File: src/hw/rtl/spi_msp_pkg.sv
// Shared types, register bit positions and helper functions for the SPI port.
// No dependencies; every other file imports this package.
`timescale 1ns / 1ps
`default_nettype none

package spi_msp_pkg;

  typedef enum logic [1:0] {
    CMD_TICK  = 2'd0,
    CMD_READ  = 2'd1,
    CMD_WRITE = 2'd2,
    CMD_ACK   = 2'd3
  } cmd_t;

  typedef enum logic [1:0] {
    SEL_DATA    = 2'd0,
    SEL_STATUS  = 2'd1,
    SEL_CONTROL = 2'd2
  } sel_t;

  // Control register bits.
  localparam int CTL_SPIE = 7;
  localparam int CTL_SPE  = 6;
  localparam int CTL_DORD = 5;
  localparam int CTL_MSTR = 4;
  localparam int CTL_CPOL = 3;
  localparam int CTL_CPHA = 2;

  // Status register bits.
  localparam int STA_SPIF = 7;
  localparam int STA_WCOL = 6;
  localparam int STA_2X   = 0;

  localparam logic [3:0] BIT_IDLE = 4'd8;

  typedef struct packed {
    logic [1:0] cmd;
    logic [1:0] reg_sel;
    logic [7:0] write_data;
    logic       miso_in;
    logic       mosi_in;
    logic       sck_in;
    logic       ss_in;
    logic       ss_is_output;
  } in_item_t;

  typedef struct packed {
    logic [7:0] read_data;
    logic       mosi_out;
    logic       miso_out;
    logic       sck_out;
    logic       irq_request;
    logic       master_mode;
  } out_item_t;

  typedef struct packed {
    logic [7:0] control;
    logic [7:0] status;
    logic [7:0] tx_byte;
    logic [7:0] rx_byte;
    logic [7:0] shift;
    logic [3:0] bit_count;
    logic [6:0] tick_count;
    logic [6:0] divider;
    logic       done;
    logic       status_read;
    logic       prev_clock;
    logic       mosi_drive;
    logic       miso_drive;
    logic       sck_drive;
  } spi_state_t;

  // Half period of the shift clock in ticks; always a power of two.
  function automatic logic [6:0] calc_divider(input logic [1:0] spr, input logic x2);
    logic [6:0] d;
    case (spr)
      2'd0:    d = 7'd1;
      2'd1:    d = 7'd4;
      2'd2:    d = 7'd16;
      default: d = 7'd32;
    endcase
    return x2 ? d : {d[5:0], 1'b0};
  endfunction

endpackage

`default_nettype wire

File: src/hw/rtl/spi_msp_if.sv
// Valid/ready channel interfaces for requests into and results out of the SPI port.
// Depends on spi_msp_pkg for the payload types.
`timescale 1ns / 1ps
`default_nettype none

interface spi_msp_in_if;
  import spi_msp_pkg::*;
  logic     valid;
  logic     ready;
  in_item_t data;
  modport source (output valid, output data, input ready);
  modport sink (input valid, input data, output ready);
endinterface

interface spi_msp_out_if;
  import spi_msp_pkg::*;
  logic      valid;
  logic      ready;
  out_item_t data;
  modport source (output valid, output data, input ready);
  modport sink (input valid, input data, output ready);
endinterface

`default_nettype wire

File: src/hw/rtl/spi_msp_core.sv
// Register file, shift engine and state update of the SPI port, one request per enable.
// Depends on spi_msp_pkg.
`timescale 1ns / 1ps
`default_nettype none

module spi_msp_core (
  input  wire                     clk,
  input  wire                     rst_n,
  input  wire                     cfg_we,
  input  wire                     cfg_wdata,
  input  wire                     step_en,
  input  spi_msp_pkg::in_item_t   item,
  output spi_msp_pkg::out_item_t  result
);
  import spi_msp_pkg::*;

  spi_state_t state_r, state_nxt;
  logic       x2_wr_en_r;

  function automatic spi_state_t write_control(input spi_state_t s, input logic [7:0] v);
    s.control = v;
    if (v[CTL_SPE]) begin
      if (v[CTL_MSTR]) begin
        s.mosi_drive = 1'b1;
        s.sck_drive  = v[CTL_CPOL];
      end
    end else begin
      s.bit_count = BIT_IDLE;
      s.done      = 1'b0;
    end
    s.divider = calc_divider(v[1:0], s.status[STA_2X]);
    return s;
  endfunction

  function automatic spi_state_t tx_bit(input spi_state_t s, input logic [2:0] p);
    if (s.control[CTL_MSTR]) begin
      s.mosi_drive = s.tx_byte[p];
    end else begin
      s.miso_drive = s.tx_byte[p];
    end
    return s;
  endfunction

  function automatic spi_state_t rx_bit(input spi_state_t s, input logic [2:0] p,
                                        input logic miso, input logic mosi);
    if (s.control[CTL_MSTR] ? miso : mosi) begin
      s.shift[p] = 1'b1;
    end
    return s;
  endfunction

  always_comb begin : step
    spi_state_t s;
    logic       irq;
    logic [7:0] rd;
    logic [2:0] pos;
    logic [2:0] prev_pos;
    logic       cpol;
    logic       cpha;
    logic       leading;
    s        = state_r;
    irq      = 1'b0;
    rd       = 8'd0;
    leading  = 1'b0;
    cpol     = s.control[CTL_CPOL];
    cpha     = s.control[CTL_CPHA];
    pos      = s.control[CTL_DORD] ? s.bit_count[2:0] : ~s.bit_count[2:0];
    prev_pos = s.control[CTL_DORD] ? (s.bit_count[2:0] - 3'd1) : (3'd0 - s.bit_count[2:0]);
    unique case (cmd_t'(item.cmd))
      CMD_TICK: begin
        if (s.control[CTL_SPE]) begin
          if (s.control[CTL_MSTR]) begin
            if (!item.ss_is_output && !item.ss_in) begin
              s = write_control(s, s.control & ~(8'd1 << CTL_MSTR));
              s.status[STA_SPIF] = 1'b1;
              irq = irq | s.control[CTL_SPIE];
              s.bit_count  = BIT_IDLE;
              s.done       = 1'b0;
              s.tick_count = 7'd0;
            end
            if ((s.tick_count & (s.divider - 7'd1)) == 7'd0) begin
              if (s.bit_count < BIT_IDLE) begin
                if (s.bit_count == 4'd0) begin
                  s.shift = 8'd0;
                end
                if ((s.tick_count & s.divider) == 7'd0) begin
                  s.sck_drive = cpol;
                  if (cpha) begin
                    if (s.bit_count != 4'd0) begin
                      s = rx_bit(s, prev_pos, item.miso_in, item.mosi_in);
                    end
                  end else begin
                    s = tx_bit(s, pos);
                  end
                end else begin
                  s.sck_drive = !cpol;
                  if (cpha) begin
                    s = tx_bit(s, pos);
                  end else begin
                    s = rx_bit(s, pos, item.miso_in, item.mosi_in);
                  end
                  s.bit_count = s.bit_count + 4'd1;
                end
                s.done = (s.bit_count == BIT_IDLE);
              end else if (s.done) begin
                if (cpha) begin
                  s = rx_bit(s, prev_pos, item.miso_in, item.mosi_in);
                end
                s.done    = 1'b0;
                s.tx_byte = s.shift;
                s.rx_byte = s.shift;
                s.status[STA_SPIF] = 1'b1;
                irq = irq | s.control[CTL_SPIE];
                s.status_read = 1'b0;
                s.sck_drive   = cpol;
                if (!cpha) begin
                  s.mosi_drive = 1'b1;
                end
              end
            end
          end else if (item.ss_in) begin
            s.bit_count = BIT_IDLE;
          end else begin
            if (s.bit_count >= BIT_IDLE) begin
              s.bit_count  = 4'd0;
              s.done       = 1'b0;
              s.shift      = 8'd0;
              s.prev_clock = item.sck_in;
            end else if (!cpha) begin
              s = tx_bit(s, pos);
            end
            if (item.sck_in != s.prev_clock) begin
              leading = cpol ? !item.sck_in : item.sck_in;
              if (leading ^ cpha) begin
                s = rx_bit(s, pos, item.miso_in, item.mosi_in);
              end else begin
                s = tx_bit(s, pos);
              end
              if (!leading) begin
                s.bit_count = s.bit_count + 4'd1;
                s.done      = (s.bit_count == BIT_IDLE);
              end
            end
            if (s.done) begin
              s.done    = 1'b0;
              s.tx_byte = s.shift;
              s.rx_byte = s.shift;
              s.status[STA_SPIF] = 1'b1;
              irq = irq | s.control[CTL_SPIE];
              s.status_read = 1'b0;
            end
            s.prev_clock = item.sck_in;
          end
          s.tick_count = s.tick_count + 7'd1;
        end
      end
      CMD_READ: begin
        unique case (item.reg_sel)
          SEL_DATA: begin
            if (s.status_read) begin
              s.status[STA_SPIF] = 1'b0;
              s.status[STA_WCOL] = 1'b0;
              s.status_read      = 1'b0;
            end
            rd = s.rx_byte;
          end
          SEL_STATUS: begin
            s.status_read = 1'b1;
            rd = s.status;
          end
          SEL_CONTROL: rd = s.control;
          default: rd = 8'd0;
        endcase
      end
      CMD_WRITE: begin
        unique case (item.reg_sel)
          SEL_DATA: begin
            if (s.status_read) begin
              s.status[STA_SPIF] = 1'b0;
              s.status[STA_WCOL] = 1'b0;
              s.status_read      = 1'b0;
            end
            s.tx_byte = item.write_data;
            if (s.control[CTL_MSTR]) begin
              if (s.bit_count < BIT_IDLE) begin
                s.status[STA_WCOL] = 1'b1;
              end else begin
                s.bit_count  = 4'd0;
                s.done       = 1'b0;
                s.tick_count = 7'd0;
              end
            end
          end
          SEL_STATUS: begin
            if (x2_wr_en_r) begin
              s.status[STA_2X] = item.write_data[STA_2X];
              s.divider = calc_divider(s.control[1:0], s.status[STA_2X]);
            end
          end
          SEL_CONTROL: s = write_control(s, item.write_data);
          default: ;
        endcase
      end
      CMD_ACK: s.status[STA_SPIF] = 1'b0;
      default: ;
    endcase
    state_nxt          = s;
    result.read_data   = rd;
    result.mosi_out    = s.mosi_drive;
    result.miso_out    = s.miso_drive;
    result.sck_out     = s.sck_drive;
    result.irq_request = irq;
    result.master_mode = s.control[CTL_MSTR];
  end

  always_ff @(posedge clk) begin
    if (!rst_n) begin
      state_r.control     <= 8'd0;
      state_r.status      <= 8'd0;
      state_r.tx_byte     <= 8'd0;
      state_r.rx_byte     <= 8'd0;
      state_r.shift       <= 8'd0;
      state_r.bit_count   <= BIT_IDLE;
      state_r.tick_count  <= 7'd0;
      state_r.divider     <= calc_divider(2'd0, 1'b0);
      state_r.done        <= 1'b0;
      state_r.status_read <= 1'b0;
      state_r.prev_clock  <= 1'b0;
      state_r.mosi_drive  <= 1'b1;
      state_r.miso_drive  <= 1'b0;
      state_r.sck_drive   <= 1'b0;
      x2_wr_en_r          <= 1'b1;
    end else begin
      if (step_en) begin
        state_r <= state_nxt;
      end
      if (cfg_we) begin
        x2_wr_en_r <= cfg_wdata;
      end
    end
  end

endmodule

`default_nettype wire

File: src/hw/rtl/spi_master_slave_port.sv
// Top level of the SPI port: request register, core and result register.
// Depends on spi_msp_pkg, spi_msp_if and spi_msp_core.
//
//   Channel   Direction  Carries
//   in_if     sink       tick, register read, register write or acknowledge
//   out_if    source     read byte, pin drives, interrupt and master bit
//   cfg_we    write      double-speed write enable (cfg_wdata)
//
// A request waits in the request register and is processed as it moves into the
// result register, from which its result is offered.
// One request per cycle while results drain; the state update is a single pass.
// Reset is synchronous; it clears both pipeline full flags and the port state.
// When the result is not taken, the result register holds, and once the request
// register is also full, in_if.ready falls.
`timescale 1ns / 1ps
`default_nettype none

module spi_master_slave_port (
  input  wire                  clk,
  input  wire                  rst_n,
  input  wire                  cfg_we,
  input  wire                  cfg_wdata,
  spi_msp_in_if.sink           in_if,
  spi_msp_out_if.source        out_if
);
  import spi_msp_pkg::*;

  logic      in_full_r, in_full_nxt;
  in_item_t  in_item_r;
  logic      out_full_r, out_full_nxt;
  out_item_t out_item_r;
  out_item_t result;
  logic      advance;
  logic      in_take;

  assign advance      = !out_full_r || out_if.ready;
  assign in_if.ready  = !in_full_r || advance;
  assign in_take      = in_if.valid && in_if.ready;
  assign in_full_nxt  = in_take ? 1'b1 : (advance ? 1'b0 : in_full_r);
  assign out_full_nxt = advance ? in_full_r : out_full_r;

  spi_msp_core u_core (
    .clk       (clk),
    .rst_n     (rst_n),
    .cfg_we    (cfg_we),
    .cfg_wdata (cfg_wdata),
    .step_en   (in_full_r && advance),
    .item      (in_item_r),
    .result    (result)
  );

  always_ff @(posedge clk) begin
    if (!rst_n) begin
      in_full_r  <= 1'b0;
      out_full_r <= 1'b0;
    end else begin
      in_full_r  <= in_full_nxt;
      out_full_r <= out_full_nxt;
    end
  end

  always_ff @(posedge clk) begin
    if (in_take) begin
      in_item_r <= in_if.data;
    end
    if (advance && in_full_r) begin
      out_item_r <= result;
    end
  end

  assign out_if.valid = out_full_r;
  assign out_if.data  = out_item_r;

endmodule

`default_nettype wire
File: src/flat_wrapper.sv
// flat-port wrapper written by rule: the top's interface ports become plain ports
module spi_master_slave_port_flat import spi_msp_pkg::*;
  (clk, rst_n, cfg_we, cfg_wdata, in_if_valid, in_if_data, in_if_ready, out_if_valid, out_if_data, out_if_ready);
  spi_msp_in_if in_if_i ();
  spi_msp_out_if out_if_i ();
  input  wire clk;
  input  wire rst_n;
  input  wire cfg_we;
  input  wire cfg_wdata;
  input wire logic [$bits(in_if_i.valid)-1:0] in_if_valid;
  input wire logic [$bits(in_if_i.data)-1:0] in_if_data;
  output wire logic [$bits(in_if_i.ready)-1:0] in_if_ready;
  output wire logic [$bits(out_if_i.valid)-1:0] out_if_valid;
  output wire logic [$bits(out_if_i.data)-1:0] out_if_data;
  input wire logic [$bits(out_if_i.ready)-1:0] out_if_ready;
  assign in_if_i.valid = in_if_valid;
  assign in_if_i.data = in_if_data;
  assign in_if_ready = in_if_i.ready;
  assign out_if_valid = out_if_i.valid;
  assign out_if_data = out_if_i.data;
  assign out_if_i.ready = out_if_ready;
  spi_master_slave_port u_core (.clk(clk), .rst_n(rst_n), .cfg_we(cfg_we), .cfg_wdata(cfg_wdata), .in_if(in_if_i), .out_if(out_if_i));
endmodule
File: config.mk
export PLATFORM = sky130hd
export DESIGN_NAME = spi_master_slave_port_flat
export DESIGN_NICKNAME = d
export VERILOG_FILES = /design/src/hw/rtl/spi_msp_pkg.sv /design/src/hw/rtl/spi_msp_if.sv /design/src/hw/rtl/spi_msp_core.sv /design/src/hw/rtl/spi_master_slave_port.sv /design/src/flat_wrapper.sv
export SDC_FILE = /design/constraint.sdc
export NUM_CORES = 1
export LEC_CHECK = 0
export ABC_AREA = 1
export BUFFER_PORTS_ARGS = -buffer_cell sky130_fd_sc_hd__buf_2
export CAP_MARGIN = 10
export CORE_ASPECT_RATIO = 0.8
export CORE_MARGIN = 2
export CORE_UTILIZATION = 55
export CTS_CLUSTER_SIZE = 40
export DETAILED_ROUTE_END_ITERATION = 16
export PLACE_DENSITY = 0.84
export SLEW_MARGIN = 20
export SYNTH_ARGS = -nofsm -noshare
export SYNTH_HDL_FRONTEND = slang
export SYNTH_SLANG_ARGS = --single-unit
File: constraint.sdc
create_clock -name clk -period 3.4 [get_ports clk]
set_input_delay 0.17 -clock clk [delete_from_list [all_inputs] [get_ports clk]]
set_output_delay 0.17 -clock clk [all_outputs]
set_load 0.05 [all_outputs]
======== Yosys cells after proc, flatten, opt, wreduce, memory -nomap -nowiden ========
Cells that the tools add are included.
storage, ports and cells
  output and inout bits ................... 15
  register bits after elaboration ......... 97
  word-level logic and storage cells ...... 277
operators by class
  reduce and logical (&&, ||, !) cells .... 37
  equality and inequality tests ........... 30
  $lt $le $gt $ge ......................... 7
  bitwise gates (word level) .............. 10
  muxes and demuxes ....................... 151
  add/sub/neg operators ................... 6
operator list
  kind                  count
  $mux W64              38
  $mux W32              9
  $pmux W49 S2          1
  $mux W8               12
  $mux W61              1
  $mux W12              5
  $mux W59              1
  $mux W1               46
  $mux W40              1
  $pmux W6 S3           2
  $or A8 B8 Y8          4
  $mux W7               4
  $mux W27              1
  $pmux W8 S3           1
  $mux W11              2
  $pmux W11 S2          1
  $reduce_and A7 Y1     3
  $mux W20              1
  $reduce_and A5 Y1     4
  $ne A3 B3 Y1 const B  6
  $reduce_and A6 Y1     3
  $mux W16              1
  $pmux W8 S2           1
  $and A7 B7 Y7         2
  44 further kinds      91

======== Depth between registers and ports, before layout ========
  word-level depth ........................ 39
  mapped depth ............................ 22
  gate-level depth less buffers ........... 20

======== Hierarchy ========
From an unflattened synthesis, not the netlist that was laid out.
second synthesis, totals
  cells, all modules ...................... 953
  area total of the unflattened synthesis .. 6321.1 µm²
modules (own cells, without submodules)
  module                 area an instance (µm²)  cells an instance  instances
  spi_msp_core           5325.1                  910                1
  spi_master_slave_port  996.0                   43                 1

======== Worst setup path after synthesis ========
OpenSTA, ideal clock, no wires.
  kind .................................... flip-flop to flip-flop
  start point ............................. register u_core.in_item_r[1] (netlist name)
  end point ............................... register u_core.u_core.state_r[35] (netlist name)
  path slack .............................. 0.821 ns
  path buffers ............................ 2
  required time ........................... 3.286 ns
  period minus slack after synthesis ...... 2.579 ns
  setup time .............................. 0.114 ns
  cell stages (with the launch flop) ...... 20
  data arrival time ....................... 2.465 ns
  path through ............................ edfxtp_1 nor2_4 inv_2 buf_6 nand2_1 o21ai_1 inv_2 ha_1 nand3_2 nor2_4 nand2_1 nand3_2 nand3b_4 nor2_8 nand3_4 a21oi_4 nand2_4 buf_6 a21oi_1 nor2_1
on the way
  longest elaborated chain between the ends .. 23
  elaborated cells between the ends (all ways) .. 37
RTL lines
  what                    line                         text
  start, declared         spi_master_slave_port.sv:29  in_item_t in_item_r;
  start signal, assigned  spi_master_slave_port.sv:64  in_item_r <= in_if.data;
  $logic_not A1 Y1        spi_msp_core.sv:73           if (!item.ss_is_output && !item.ss_in) begin
  $logic_and A1 B1 Y1     spi_msp_core.sv:73
  $mux W61                spi_msp_core.sv:73
  $mux W64                spi_msp_core.sv:72           if (s.control[CTL_MSTR]) begin
  $mux W64                spi_msp_core.sv:71           if (s.control[CTL_SPE]) begin
  $mux W64                spi_msp_core.sv:69           unique case (cmd_t'(item.cmd))
  $mux W1                 spi_msp_core.sv:46           if (s.control[CTL_MSTR] ? miso : mosi) begin
  $mux W8                 spi_msp_core.sv:46
  [... 7 more ...]        n/a
  $mux W64                spi_msp_core.sv:105          end else if (s.done) begin
  $mux W64                spi_msp_core.sv:82           if (s.bit_count < BIT_IDLE) begin
  $mux W64                spi_msp_core.sv:81           if ((s.tick_count & (s.divider - 7'd1)) == 7'd0) begin
  $mux W64                spi_msp_core.sv:72
  $mux W64                spi_msp_core.sv:71
  $mux W64                spi_msp_core.sv:69
  $mux W64                spi_msp_core.sv:71
  $pmux W49 S2            spi_msp_core.sv:69
  end signal, assigned    spi_msp_core.sv:235          state_r <= state_nxt;
  end, declared           spi_msp_core.sv:17           spi_state_t state_r, state_nxt;
Parallel ways exist; a longest one is shown, timed or not. The select of a mux whose other input is x is not followed.
A chain may end at the register's enable or synchronous reset.

==> impl_metrics.toml <==
[detailed_routing]
viasPerCell = 5.910
wl_per_cell_um = 17.40
firstDrtPassIters = 6
drt_iter0_markers = 905
ant_nets = 0
drc_errors = 0
vias = 6779
totalWireLength_mm = 19.96

[sta]
slew_headroom = 0.2601
rsz0062_at_grt = "no"
hold_viol_final = 0
worst_clock_skew_ps = 13.09
finalSetupTns_ps = 0
worst_pin_slew_ps = 1109
finalCritPeriodShare = 0.8588
setup_viol = 0
fin_crit_ps = 2920
fmax_mhz = 342.5
drv_slew = 0

[die]
initial_core_util = 0.5675
die_w_um = 122.8
die_area_um2 = 12150
io_pins = 38
core_um2 = 10930
die_y_um = 99
fp-row-count = 34

[power_and_ir_drop]
switching_share = 0.2922
pwr-share-seq = 0.459
p_total_w = 0.002637
combPwrFrac = 0.137
intPower_w = 0.001866
powerDensity_nw_per_um2 = 374.3
pwr-share-clk = 0.403
p_leak_nw = 2.999
vdd_drop_max_uv = 368.0
p_sw_w = 0.0007704

[synth]
synth_top_area_share = 0.2000
yosys-top-cells-area = "dfxtp_1, edfxtp_1, nand2_1, nor2_1, inv_1"
synth_area_um2 = 6205
syn_inst = 943
synth_area_leader_cell = "dfxtp_1"
synth_cell_types = 52
ys_seq_area_frac = 0.3452
ys_ff_latch = 92
postSynthNetCount = 978
avgSynthCellArea_um2 = 6.580
yosys_warnings = 0

[clock_network]
cts_buffer_depth = 2
cts-htree-levels = 3
cts_setup_buffers = 0
root_buffer = "clkbuf_16"
cts_sinks = 92
insertion_delay_ps = 360
ctsResizeCount = 0
cts_tree = "yes"
clkTransAtPathRegs_ps = 80
cts_buffers = 9

[finish]
layout_common_cells = "nand2_1, nor2_1, inv_1"
num_antenna_cells = 0
fin_cells = 1147
area_growth_pct = 13.53
drive_above_1_share = 0.1017
final_common_cell = "nand2_1"
final_nets = 1033
nFillCells = 978

[placement]
routabilityCongestion = 1.036
numPortBuffers = 37
hpwl_mm = 14.47
dp.cells = 1116

[global_route]
globalRouteOverflowTotal = 0
grt_pass1_vias = 6073
grt_pass1_wl_mm = 31.97
antenna_found_initial = 0
grt_start_max_net_pins = 35
track_usage = 0.3409

[setup_path]
cp.arrival_ps = 3160
required_ps = 3640
start_kind = "flip-flop"
end_kind = "flip-flop"
crit_fanout = 18
crit_type = "flip-flop to flip-flop"

[worst_hold_path]
min_path_type = "input port to flip-flop"

[status]
status = "finished clean"

[run]
max-cap-violations = 0
[cells by family after synthesis]
kind of cell             share of synthesized area
XOR/XNOR                                  0.009881
buffers and inverters                       0.1032
AND/OR/NAND/NOR                             0.3303
AO/OA/AOI/OAI                               0.1871
flip-flops                                  0.3452
adder cells (fa/ha/maj)                    0.02420
[repair_timing]
action,CTS,global route
hold buffers,15,0
endpoints found under the setup margin,0,0
endpoints found under the hold margin,15,0
[worst max-delay path, cell delays in order, from the launching register on]
cell      delay, ps
edfxtp_1        500
nor2_4          190
nand2_1         110
o21ai_1         170
inv_2            90
ha_1            220
nand3_2         120
nand2_1          60
nand2_1          50
nand2_1          40
nand3b_4        170
nor2_8          180
buf_4           270
nand2_1         120
inv_1           100
nand2_1          60
nand3_1          70
nand2_1          80
o21ai_0         150
inv_1            50
[metal layers]
| metal | global-route usage | vias up | wire length (um) |
|---|---|---|---|
| met2 | 0.4722 | 489 | 8093 |
| met3 | 0.08912 | 52 | 2635 |
| met5 | 0 | - | 0 |
| li1 | - | 3225 | - |
| met4 | 0.1149 | 0 | 551 |
| met1 | 0.5102 | 3013 | 8676 |
[Yosys cell counts, drive strengths merged]
cell type / n
o211ai: 7
o21bai: 2
nor4: 1
a311oi: 1
xnor2: 2
clkbuf: 17
dfxtp: 62
xor2: 5
a211oi: 8
nand3b: 5
buf: 15
inv: 123
a41oi: 1
a21boi: 2
a22oi: 2
a32oi: 1
nor2: 127
nand4: 14
o21a: 4
a31oi: 9
o31ai: 2
a2111oi: 1
or2: 1
o32ai: 2
o21ai: 68
clkinv: 4
nor3b: 1
o22ai: 3
edfxtp: 30
a21oi: 89
ha: 12
o221ai: 2
nand3: 77
o311ai: 1
nand2: 224
nor3: 18
[final cells by class]
cell class	instances	area, um^2	area share
Tap cell	144	180.2	0.02558
Sequential cell	92	2142	0.3041
Clock buffer	9	225.2	0.03197
Clock inverter	7	82.58	0.01172
Multi-Input combinational cell	692	3422	0.4858
Inverter	127	476.7	0.06767
Timing Repair Buffer	76	515.5	0.07318
[registers in the layout, indices dropped and copies added (netlist names)]
register                  cells
u_core.out_if.data           13
u_core.u_core.state_r        59
u_core.in_full_r              1
u_core.u_core.x2_wr_en_r      1
u_core.out_if.valid           1
u_core.in_item_r             17
[power groups by stage]
stage	sequential, W	clock [W]	combinational, W
6_report	0.00121	0.00106	0.000362
5_1_grt	0.00121	0.00111	0.000392
4_1_cts	0.00121	0.00107	0.000348
3_5_place_dp	0.00123	0	0.000333
3_3_place_gp	0.00123	0	0.000332
2_1_floorplan	0.00124	0	0.000216
[per-stage QoR]
step | util | worst slack (ps) | instance area (um^2) | hold slack, ps
2_1_floorplan | - | 821.3 | 6205 | 268.9
3_3_place_gp | 0.6024 | 605.6 | 6586 | 346.3
3_5_place_dp | 0.6024 | 520.9 | 6586 | 348.1
4_1_cts | 0.6443 | 512.0 | 7044 | 9.911
5_1_grt | 0.6443 | 236.1 | 7044 | 8.152
6_report | 0.6443 | 480.0 | 7044 | 21.87
[final timing paths]
| kind | slack (ps) | startpoint | cells after the start | endpoint |
|---|---|---|---|---|
| hold / removal | 20 | in_if_data[0] | 1 | u_core.in_item_r[0] |
| setup / recovery | 480 | u_core.in_item_r[1] | 19 | u_core.u_core.state_r[0] |
| hold reg to reg | 470 | u_core.u_core.state_r[14] | 2 | u_core.u_core.state_r[14] |
| setup reg to reg | 480 | u_core.in_item_r[1] | 19 | u_core.u_core.state_r[0] |
No activity file was read; power rests on OpenSTA's default activity.
